==> src/sv/spq_pkg.sv <==
// Package: sizes, codes and shared types for the sorted priority queue.
package spq_pkg;

    localparam int DEPTH         = 16;
    localparam int TAG_BITS      = 16;
    localparam int PRIORITY_BITS = 32;
    localparam int ADDR_BITS     = $clog2(DEPTH);
    localparam int CNT_BITS      = $clog2(DEPTH + 1);
    localparam int ENTRY_BITS    = TAG_BITS + PRIORITY_BITS;

    typedef enum logic [1:0] {
        OP_ENQ   = 2'd0,
        OP_DEQ   = 2'd1,
        OP_PEEK  = 2'd2,
        OP_CLEAR = 2'd3
    } t_op;

    typedef enum logic [1:0] {
        STS_OK    = 2'd0,
        STS_EMPTY = 2'd1,
        STS_FULL  = 2'd2
    } t_status;

    typedef enum logic [2:0] {
        ST_IDLE,
        ST_READ,
        ST_SCAN,
        ST_PUT,
        ST_HOLD
    } t_state;

    typedef struct packed {
        logic [TAG_BITS-1:0]             tag;
        logic signed [PRIORITY_BITS-1:0] prio;
        logic [CNT_BITS-1:0]             entries;
        t_status                         status;
    } t_res;

    typedef struct packed {
        logic                  we;
        logic [ADDR_BITS-1:0]  waddr;
        logic [ENTRY_BITS-1:0] wdata;
        logic [ADDR_BITS-1:0]  raddr;
    } t_mem_req;

    function automatic logic [ADDR_BITS-1:0] phys_addr(
        input logic [ADDR_BITS-1:0] base,
        input logic [ADDR_BITS-1:0] offs
    );
        logic [ADDR_BITS:0] sum;
        sum = {1'b0, base} + {1'b0, offs};
        if (sum >= (ADDR_BITS + 1)'(DEPTH)) begin
            sum = sum - (ADDR_BITS + 1)'(DEPTH);
        end
        return sum[ADDR_BITS-1:0];
    endfunction

endpackage

==> src/sv/spq_ram.sv <==
// Entry store: one write port, one read port with registered read data.
module spq_ram (
    input  logic                          i_clk,
    input  spq_pkg::t_mem_req             i_req,
    output logic [spq_pkg::ENTRY_BITS-1:0] o_rdata
);

    logic [spq_pkg::ENTRY_BITS-1:0] r_mem [spq_pkg::DEPTH];

    always_ff @(posedge i_clk) begin
        if (i_req.we) begin
            r_mem[i_req.waddr] <= i_req.wdata;
        end
    end

    always_ff @(posedge i_clk) begin
        o_rdata <= r_mem[i_req.raddr];
    end

endmodule

==> src/sv/spq_ctrl.sv <==
// Sequencer: ring-buffer head, count, insertion scan and result capture.
module spq_ctrl (
    input  logic                                 i_clk,
    input  logic                                 i_rst_n,
    input  logic                                 i_valid,
    output logic                                 o_stall,
    input  logic [1:0]                           i_opcode,
    input  logic [spq_pkg::TAG_BITS-1:0]         i_value_tag,
    input  logic signed [spq_pkg::PRIORITY_BITS-1:0] i_priority_req,
    output spq_pkg::t_mem_req                    o_mem,
    input  logic [spq_pkg::ENTRY_BITS-1:0]       i_rdata,
    output logic                                 o_res_valid,
    output spq_pkg::t_res                        o_res,
    input  logic                                 i_res_ready
);

    spq_pkg::t_state                          r_state, n_state;
    logic [spq_pkg::ADDR_BITS-1:0]            r_head, n_head;
    logic [spq_pkg::CNT_BITS-1:0]             r_count, n_count;
    logic [spq_pkg::ADDR_BITS-1:0]            r_j, n_j;
    spq_pkg::t_op                             r_op, n_op;
    logic [spq_pkg::TAG_BITS-1:0]             r_tag, n_tag;
    logic signed [spq_pkg::PRIORITY_BITS-1:0] r_prio, n_prio;
    spq_pkg::t_res                            r_res, n_res;

    logic                                     fin;
    spq_pkg::t_res                            fin_res;
    spq_pkg::t_op                             op_in;
    logic [spq_pkg::CNT_BITS-1:0]             cnt_m1;
    logic [spq_pkg::CNT_BITS-1:0]             cnt_p1;
    logic [spq_pkg::TAG_BITS-1:0]             rd_tag;
    logic signed [spq_pkg::PRIORITY_BITS-1:0] rd_prio;
    logic                                     shift;

    assign op_in   = spq_pkg::t_op'(i_opcode);
    assign cnt_m1  = r_count - spq_pkg::CNT_BITS'(1);
    assign cnt_p1  = r_count + spq_pkg::CNT_BITS'(1);
    assign rd_tag  = i_rdata[spq_pkg::ENTRY_BITS-1:spq_pkg::PRIORITY_BITS];
    assign rd_prio = signed'(i_rdata[spq_pkg::PRIORITY_BITS-1:0]);
    assign shift   = (r_j == '0) ? (rd_prio > r_prio) : (rd_prio >= r_prio);
    assign o_stall = (r_state != spq_pkg::ST_IDLE);

    always_comb begin
        n_state = r_state;
        n_head  = r_head;
        n_count = r_count;
        n_j     = r_j;
        n_op    = r_op;
        n_tag   = r_tag;
        n_prio  = r_prio;
        n_res   = r_res;
        fin     = 1'b0;
        fin_res = '{tag: '0, prio: '0, entries: r_count, status: spq_pkg::STS_OK};
        o_mem   = '{we: 1'b0, waddr: '0, wdata: '0,
                    raddr: spq_pkg::phys_addr(r_head, '0)};

        case (r_state)
            spq_pkg::ST_IDLE: begin
                if (i_valid) begin
                    n_op   = op_in;
                    n_tag  = i_value_tag;
                    n_prio = i_priority_req;
                    case (op_in)
                        spq_pkg::OP_ENQ: begin
                            if (r_count == spq_pkg::CNT_BITS'(spq_pkg::DEPTH)) begin
                                fin            = 1'b1;
                                fin_res.status = spq_pkg::STS_FULL;
                            end else if (r_count == '0) begin
                                o_mem.we        = 1'b1;
                                o_mem.waddr     = spq_pkg::phys_addr(r_head, '0);
                                o_mem.wdata     = {i_value_tag, i_priority_req};
                                n_count         = cnt_p1;
                                fin             = 1'b1;
                                fin_res.entries = cnt_p1;
                            end else begin
                                o_mem.raddr = spq_pkg::phys_addr(r_head,
                                                  cnt_m1[spq_pkg::ADDR_BITS-1:0]);
                                n_j         = cnt_m1[spq_pkg::ADDR_BITS-1:0];
                                n_state     = spq_pkg::ST_SCAN;
                            end
                        end
                        spq_pkg::OP_CLEAR: begin
                            n_count         = '0;
                            n_head          = '0;
                            fin             = 1'b1;
                            fin_res.entries = '0;
                        end
                        default: begin
                            if (r_count == '0) begin
                                fin            = 1'b1;
                                fin_res.status = spq_pkg::STS_EMPTY;
                            end else begin
                                n_state = spq_pkg::ST_READ;
                            end
                        end
                    endcase
                end
            end
            spq_pkg::ST_READ: begin
                fin          = 1'b1;
                fin_res.tag  = rd_tag;
                fin_res.prio = rd_prio;
                if (r_op == spq_pkg::OP_DEQ) begin
                    n_head          = spq_pkg::phys_addr(r_head,
                                          spq_pkg::ADDR_BITS'(1));
                    n_count         = cnt_m1;
                    fin_res.entries = cnt_m1;
                end
            end
            spq_pkg::ST_SCAN: begin
                o_mem.we    = 1'b1;
                o_mem.waddr = spq_pkg::phys_addr(r_head,
                                  r_j + spq_pkg::ADDR_BITS'(1));
                if (shift) begin
                    o_mem.wdata = i_rdata;
                    if (r_j == '0) begin
                        n_state = spq_pkg::ST_PUT;
                    end else begin
                        o_mem.raddr = spq_pkg::phys_addr(r_head,
                                          r_j - spq_pkg::ADDR_BITS'(1));
                        n_j         = r_j - spq_pkg::ADDR_BITS'(1);
                    end
                end else begin
                    o_mem.wdata     = {r_tag, r_prio};
                    n_count         = cnt_p1;
                    fin             = 1'b1;
                    fin_res.entries = cnt_p1;
                end
            end
            spq_pkg::ST_PUT: begin
                o_mem.we        = 1'b1;
                o_mem.waddr     = spq_pkg::phys_addr(r_head, '0);
                o_mem.wdata     = {r_tag, r_prio};
                n_count         = cnt_p1;
                fin             = 1'b1;
                fin_res.entries = cnt_p1;
            end
            spq_pkg::ST_HOLD: begin
                if (i_res_ready) begin
                    n_state = spq_pkg::ST_IDLE;
                end
            end
            default: begin
                n_state = spq_pkg::ST_IDLE;
            end
        endcase

        // park the result when the output register is still occupied
        if (fin) begin
            if (i_res_ready) begin
                n_state = spq_pkg::ST_IDLE;
            end else begin
                n_res   = fin_res;
                n_state = spq_pkg::ST_HOLD;
            end
        end

        o_res_valid = fin || (r_state == spq_pkg::ST_HOLD);
        o_res       = (r_state == spq_pkg::ST_HOLD) ? r_res : fin_res;
    end

    always_ff @(posedge i_clk) begin
        if (!i_rst_n) begin
            r_state <= spq_pkg::ST_IDLE;
            r_head  <= '0;
            r_count <= '0;
        end else begin
            r_state <= n_state;
            r_head  <= n_head;
            r_count <= n_count;
        end
    end

    always_ff @(posedge i_clk) begin
        r_j    <= n_j;
        r_op   <= n_op;
        r_tag  <= n_tag;
        r_prio <= n_prio;
        r_res  <= n_res;
    end

endmodule

==> src/sv/sorted_priority_queue.sv <==
// Top level: sorted priority queue with ring-buffer entry store and output register.
//
//  channel   direction   valid     stall     payload
//  request   in          i_valid   o_stall   i_opcode, i_value_tag, i_priority_req
//  result    out         o_valid   i_stall   o_out_tag, o_out_priority, o_entries, o_status
//
// Clear, an enqueue into an empty queue, and full or empty results finish in the idle state.
// Dequeue and peek pass through a read state that waits for the registered read data of the entry store.
// Enqueue into a non-empty queue runs an insertion scan that walks the store from the
// tail, moving one entry a cycle (at most DEPTH - 1 entries moved), and then writes
// the new entry into the slot that the scan opened.
// Reset clears the sequencer state, count, head and output valid only; the store needs no clearing pass.
// A result waits in the output register while i_stall is high; the next request is
// taken meanwhile and its result is held inside until the register frees.
module sorted_priority_queue (
    input  logic                                     i_clk,
    input  logic                                     i_rst_n,
    input  logic                                     i_valid,
    output logic                                     o_stall,
    input  logic [1:0]                               i_opcode,
    input  logic [spq_pkg::TAG_BITS-1:0]             i_value_tag,
    input  logic signed [spq_pkg::PRIORITY_BITS-1:0] i_priority_req,
    output logic                                     o_valid,
    input  logic                                     i_stall,
    output logic [spq_pkg::TAG_BITS-1:0]             o_out_tag,
    output logic signed [spq_pkg::PRIORITY_BITS-1:0] o_out_priority,
    output logic [spq_pkg::CNT_BITS-1:0]             o_entries,
    output logic [1:0]                               o_status
);

    spq_pkg::t_mem_req              mem_req;
    logic [spq_pkg::ENTRY_BITS-1:0] mem_rdata;
    logic                           res_valid;
    spq_pkg::t_res                  res;
    logic                           res_ready;
    logic                           r_out_valid;
    spq_pkg::t_res                  r_out;

    assign res_ready = !r_out_valid || !i_stall;

    spq_ctrl u_ctrl (
        .i_clk          (i_clk),
        .i_rst_n        (i_rst_n),
        .i_valid        (i_valid),
        .o_stall        (o_stall),
        .i_opcode       (i_opcode),
        .i_value_tag    (i_value_tag),
        .i_priority_req (i_priority_req),
        .o_mem          (mem_req),
        .i_rdata        (mem_rdata),
        .o_res_valid    (res_valid),
        .o_res          (res),
        .i_res_ready    (res_ready)
    );

    spq_ram u_ram (
        .i_clk   (i_clk),
        .i_req   (mem_req),
        .o_rdata (mem_rdata)
    );

    always_ff @(posedge i_clk) begin
        if (!i_rst_n) begin
            r_out_valid <= 1'b0;
        end else if (res_ready) begin
            r_out_valid <= res_valid;
        end
    end

    always_ff @(posedge i_clk) begin
        if (res_ready && res_valid) begin
            r_out <= res;
        end
    end

    assign o_valid        = r_out_valid;
    assign o_out_tag      = r_out.tag;
    assign o_out_priority = r_out.prio;
    assign o_entries      = r_out.entries;
    assign o_status       = r_out.status;

`ifndef SYNTHESIS
    a_entries_bound: assert property (@(posedge i_clk) disable iff (!i_rst_n)
        r_out_valid |-> (r_out.entries <= spq_pkg::CNT_BITS'(spq_pkg::DEPTH)))
        else $error("entry count above depth");

    a_result_held: assert property (@(posedge i_clk) disable iff (!i_rst_n)
        (res_valid && !res_ready) |=> res_valid)
        else $error("result dropped while output register busy");

    a_empty_count: assert property (@(posedge i_clk) disable iff (!i_rst_n)
        (r_out_valid && r_out.status == spq_pkg::STS_EMPTY) |-> (r_out.entries == '0))
        else $error("empty status with nonzero count");

    a_full_count: assert property (@(posedge i_clk) disable iff (!i_rst_n)
        (r_out_valid && r_out.status == spq_pkg::STS_FULL)
            |-> (r_out.entries == spq_pkg::CNT_BITS'(spq_pkg::DEPTH)))
        else $error("full status below depth");
`endif

endmodule

==> config.mk <==
export PLATFORM = sky130hd
export DESIGN_NAME = sorted_priority_queue
export DESIGN_NICKNAME = d
export VERILOG_FILES = /design/src/sv/spq_pkg.sv /design/src/sv/spq_ram.sv /design/src/sv/spq_ctrl.sv /design/src/sv/sorted_priority_queue.sv
export SDC_FILE = /design/constraint.sdc
export NUM_CORES = 1
export LEC_CHECK = 0
export BUFFER_PORTS_ARGS = -buffer_cell sky130_fd_sc_hd__buf_4
export CAP_MARGIN = 10
export CORE_MARGIN = 8
export CORE_UTILIZATION = 65
export CTS_CLUSTER_SIZE = 40
export DETAILED_ROUTE_END_ITERATION = 16
export PLACE_DENSITY = 0.83
export SKIP_LAST_GASP = 1
export SYNTH_ARGS = -nofsm -noshare
export SYNTH_HDL_FRONTEND = slang
export SYNTH_HIERARCHICAL = 1
export SYNTH_SLANG_ARGS = --single-unit
export TNS_END_PERCENT = 10
==> constraint.sdc <==
create_clock -name i_clk -period 14.4 [get_ports i_clk]
set_input_delay 1.44 -clock i_clk [delete_from_list [all_inputs] [get_ports i_clk]]
set_output_delay 1.44 -clock i_clk [all_outputs]
set_load 0.02 [all_outputs]
==> run_results.csv <==
group,metric,value,unit
placed_design,pre_cts_setup_slack,8.570,ns
cells_and_area,final_nets,2252,
synth,yosys_register_bits,993,
die,core-area,59910,µm²
die,top_level_ports,111,
global_routing,grt_util_all_layers,0.2894,
synth,synth_common_cells,"edfxtp_1, mux4_2, and2_1, a22oi_1, nand2_1",
synth,yosys_most_used_dff,"edfxtp_1",
worst_setup_path,worst_path_largest_cell_delay,0.91,ns
cells_and_area,drive_above_1_share,0.2422,
global_routing,first_global_vias,21748,
die,floorplan_die_area,68240,µm²
synth,netlist_top_cells_area,"edfxtp_1, mux4_2, dfxtp_1",
clocking,tritoncts_clock_tree,"built",
clocking,clock_pin_slew_of_the_registers_on_the_worst_case_setup_and_hold_paths,0.06,ns
job,max_cap_violations,0,
synth,yosysSeqAreaShare,0.7472,
sta,fmax,169.4,MHz
synth,mappedNetlistArea,39090,µm²
clocking,post_cts_resized,0,
route,via_count,21342,
global_routing,grt_antenna_before_repair,3,
cells_and_area,areaGrowthSynthToFinish,13.13,%
sta,worst_slack,8.496,ns
sta,hold_ws,0.5198,ns
route,first_iter_violations,3086,
die,die_h,261.2,µm
sta,finalWorstPathRequiredPeriod,5.904,ns
clocking,clock_path_buffers,3,
worst_setup_path,path_delay_family,"buffers and inverters",
synth,synth.avg_cell_area,19.44,µm²
placed_design,port_buffers,110,
worst_setup_path,setup.reg_to_reg.worst_slack,8.50,ns
power,power_per_cell_area,140.7,nW/µm²
synth,synth.yosys.warnings,6,
placed_design,dpl.hpwl,49.17,mm
sta,max-slew-margin-rel,0.1476,
synth,postSynth.asyncResetShare,0,
worst_setup_path,crit_arrival,6.44,ns
synth,synthesis.instances,2011,
route,first_pass_iteration_count_of_the_detailed_router,8,
clocking,cts.htree.levels,3,
die,die_width,261.2,µm
synth,post_synth_num_cell_types,72,
route,drt_wl_total,97.93,mm
worst_setup_path,criticalPathCategory,"reg -> reg",
cells_and_area,antenna_cells,0,
cells_and_area,postLayoutCoreUtil,0.7382,
die,row_count,90,
sta,timing.clock.skew,0.02604,ns
global_routing,grt_first_pass_wirelength,143.8,mm
worst_setup_path,start_kind,"flip-flop",
sta,rsz0062_at_grt,"false",
status,run_status,"completed",
worst_setup_path,timing.critical_path.buf_inv,3,
power,power_leakage,15.38,nW
route,routed_wire_length_per_instance,32.51,µm
synth,cell_with_the_most_instances_after_synthesis,"edfxtp_1",
route,top_signal_layer_used,"met5",
clocking,cts_hold_repair.buffers,0,
clocking,worst_skew_pair.late_latency,0.65,ns
route,detailroute.wirelength.met2,47.52,mm
placed_design,place.gp.congestion,0.8981,
die,initial_cell_density_of_the_core,0.6525,
sta,final.setup.tns,0,ns
power,totalPowerFinal,6.222,mW
cells_and_area,multi_input_comb_area,9361,µm²
synth,synthDominantAreaCellType,"edfxtp_1",
sta,fin_crit_sh,0.4100,
worst_hold_path,worst_min_path_class,"reg -> reg",
synth,syn_nets,2115,
global_routing,grt_start_max_net_pins,193,
route,drc,0,
sta,hold_violation_count_in_the_final_report,0,
worst_setup_path,crit_path_cell_trace,"inv_1 > ha_1 > nand4_1 > nor4_2 > a21boi_1 > and3_1 > a211oi_2 > mux2i_1 > a21oi_4 > buf_12 > buf_4 > mux4_2 > a22oi_1 > nand2_1",
route,met3_wirelength,11.71,mm
clocking,cts_setup_buffers,0,
clocking,cts.sink_count,993,
sta,timing.final.setup_violations,0,
synth,post_synth_edffs,932,
worst_setup_path,worst-path-max-fanout,111,
route,routedLengthMet1,35.27,mm
cells_and_area,sequential_cell_area,29210,µm²
sta,final_max_slew_viol_count,0,
route,antenna_violating_nets_post_route,0,
clocking,cts_inserted_buffers,95,
cells_and_area,layout.filler_cells,3219,
worst_setup_path,timing.critical_path.required,14.94,ns
route,avgViaCountPerCell,7.086,
sta,worst-slew-pin-transition,1.279,ns
worst_setup_path,cp-end-kind,"flip-flop",
synth,post-synth-top-area-fraction,0.7159,
worst_setup_path,slowest_stage,"buf_4",
global_routing,aggregate_global_routing_overflow,0,
power,vdd_ir_drop_max,0.1194,mV
clocking,clockRootBuffer,"clkbuf_16",
==> flip-flops by register name (all words and copies together), names as in the netlist <==
name            cells
u_ram/r_mem       768
o_valid             1
o_status            2
u_ram/o_rdata      48
u_ctrl/r_count      5
o_out_priority     32
u_ctrl/r_head       4
o_out_tag          16
u_ctrl/r_op         2
u_ctrl/r_res       55
u_ctrl/r_tag       16
u_ctrl/r_j          4
u_ctrl/r_state      3
o_entries           5
u_ctrl/r_prio      32
==> final cells by class <==
cell class | instances | area share
clock buffers | 128 | 0.06091
clock inverters | 51 | 0.01573
inverters | 48 | 0.004074
multi-input cells | 866 | 0.2117
flip-flops and latches | 993 | 0.6605
well taps | 782 | 0.02212
repair buffers | 144 | 0.02501
==> final timing paths <==
kind                     startpoint                 end  depth (start not counted)
hold / removal     u_ctrl/r_res[23]  o_out_priority[16]                          1
setup reg to reg  u_ctrl/r_prio[11]   u_ram/o_rdata[26]                         14
hold reg to reg    u_ctrl/r_res[23]  o_out_priority[16]                          1
setup / recovery  u_ctrl/r_prio[11]   u_ram/o_rdata[26]                         14
==> cells by family (layout without fill, tap and decap cells) <==
logic type / after synthesis / after routing / share of synthesized area
buffers and inverters: 152 / 371 / 0.01821
xor gates and xnor gates: 16 / 16 / 0.003585
DFF: 993 / 993 / 0.7472
and+or+nand+nor: 295 / 295 / 0.04113
muxes: 199 / 199 / 0.1125
adders and majority gates: 50 / 50 / 0.01658
AOI/OAI and AO/OA: 306 / 306 / 0.06085
==> power breakdown <==
part,switching [mW],internal (mW),leakage [nW]
registers,0.0304,3.20,9.42
logic,0.196,0.116,4.32
clock network,1.09,1.59,1.65
total,1.31,4.91,15.4
==> metal layers <==
metal	vias up	global-route usage
li1	8497	-
met4	4	0.1067
met3	249	0.05761
met2	1792	0.4656
met1	10800	0.3970
met5	-	0
==> worst register-to-register path: cells and delay by family (launching register included) <==
family | cells | cell delay, ns
AO/OA/AOI/OAI | 4 | 1.16
adder cells (fa/ha/maj) | 1 | 0.32
buffers and inverters | 3 | 1.78
flip-flops | 1 | 0.38
multiplexers | 2 | 0.88
AND/OR/NAND/NOR | 4 | 1.29
==> stage by stage <==
step	instances	cell area (µm²)
2_1_floorplan	2011	39090
3_3_place_gp	2833	40830
3_5_place_dp	2833	40830
4_1_cts	3012	44220
5_1_grt	3012	44220
6_report	3012	44220
==> layout by cell type (no fill, tap or decap), types with 12 or more instances in the layout <==
| cell | Yosys | layout |
|---|---|---|
| a21o_1 | 55 | 55 |
| ha_1 | 47 | 47 |
| buf_4 | 20 | 142 |
| edfxtp_1 | 932 | 932 |
| nor2_4 | 0 | 14 |
| clkinv_2 | 0 | 12 |
| nand2_1 | 77 | 77 |
| clkbuf_8 | 0 | 15 |
| a22oi_1 | 97 | 97 |
| bufinv_16 | 0 | 15 |
| and2_1 | 98 | 96 |
| clkbuf_16 | 0 | 97 |
| nor2_1 | 37 | 24 |
| clkbuf_1 | 58 | 16 |
| inv_1 | 48 | 47 |
| mux4_2 | 192 | 192 |
| dfxtp_1 | 61 | 61 |
| a221o_1 | 48 | 48 |
| a21oi_1 | 36 | 33 |
| o21ai_0 | 17 | 17 |
No activity file was read; power rests on OpenSTA's default activity.
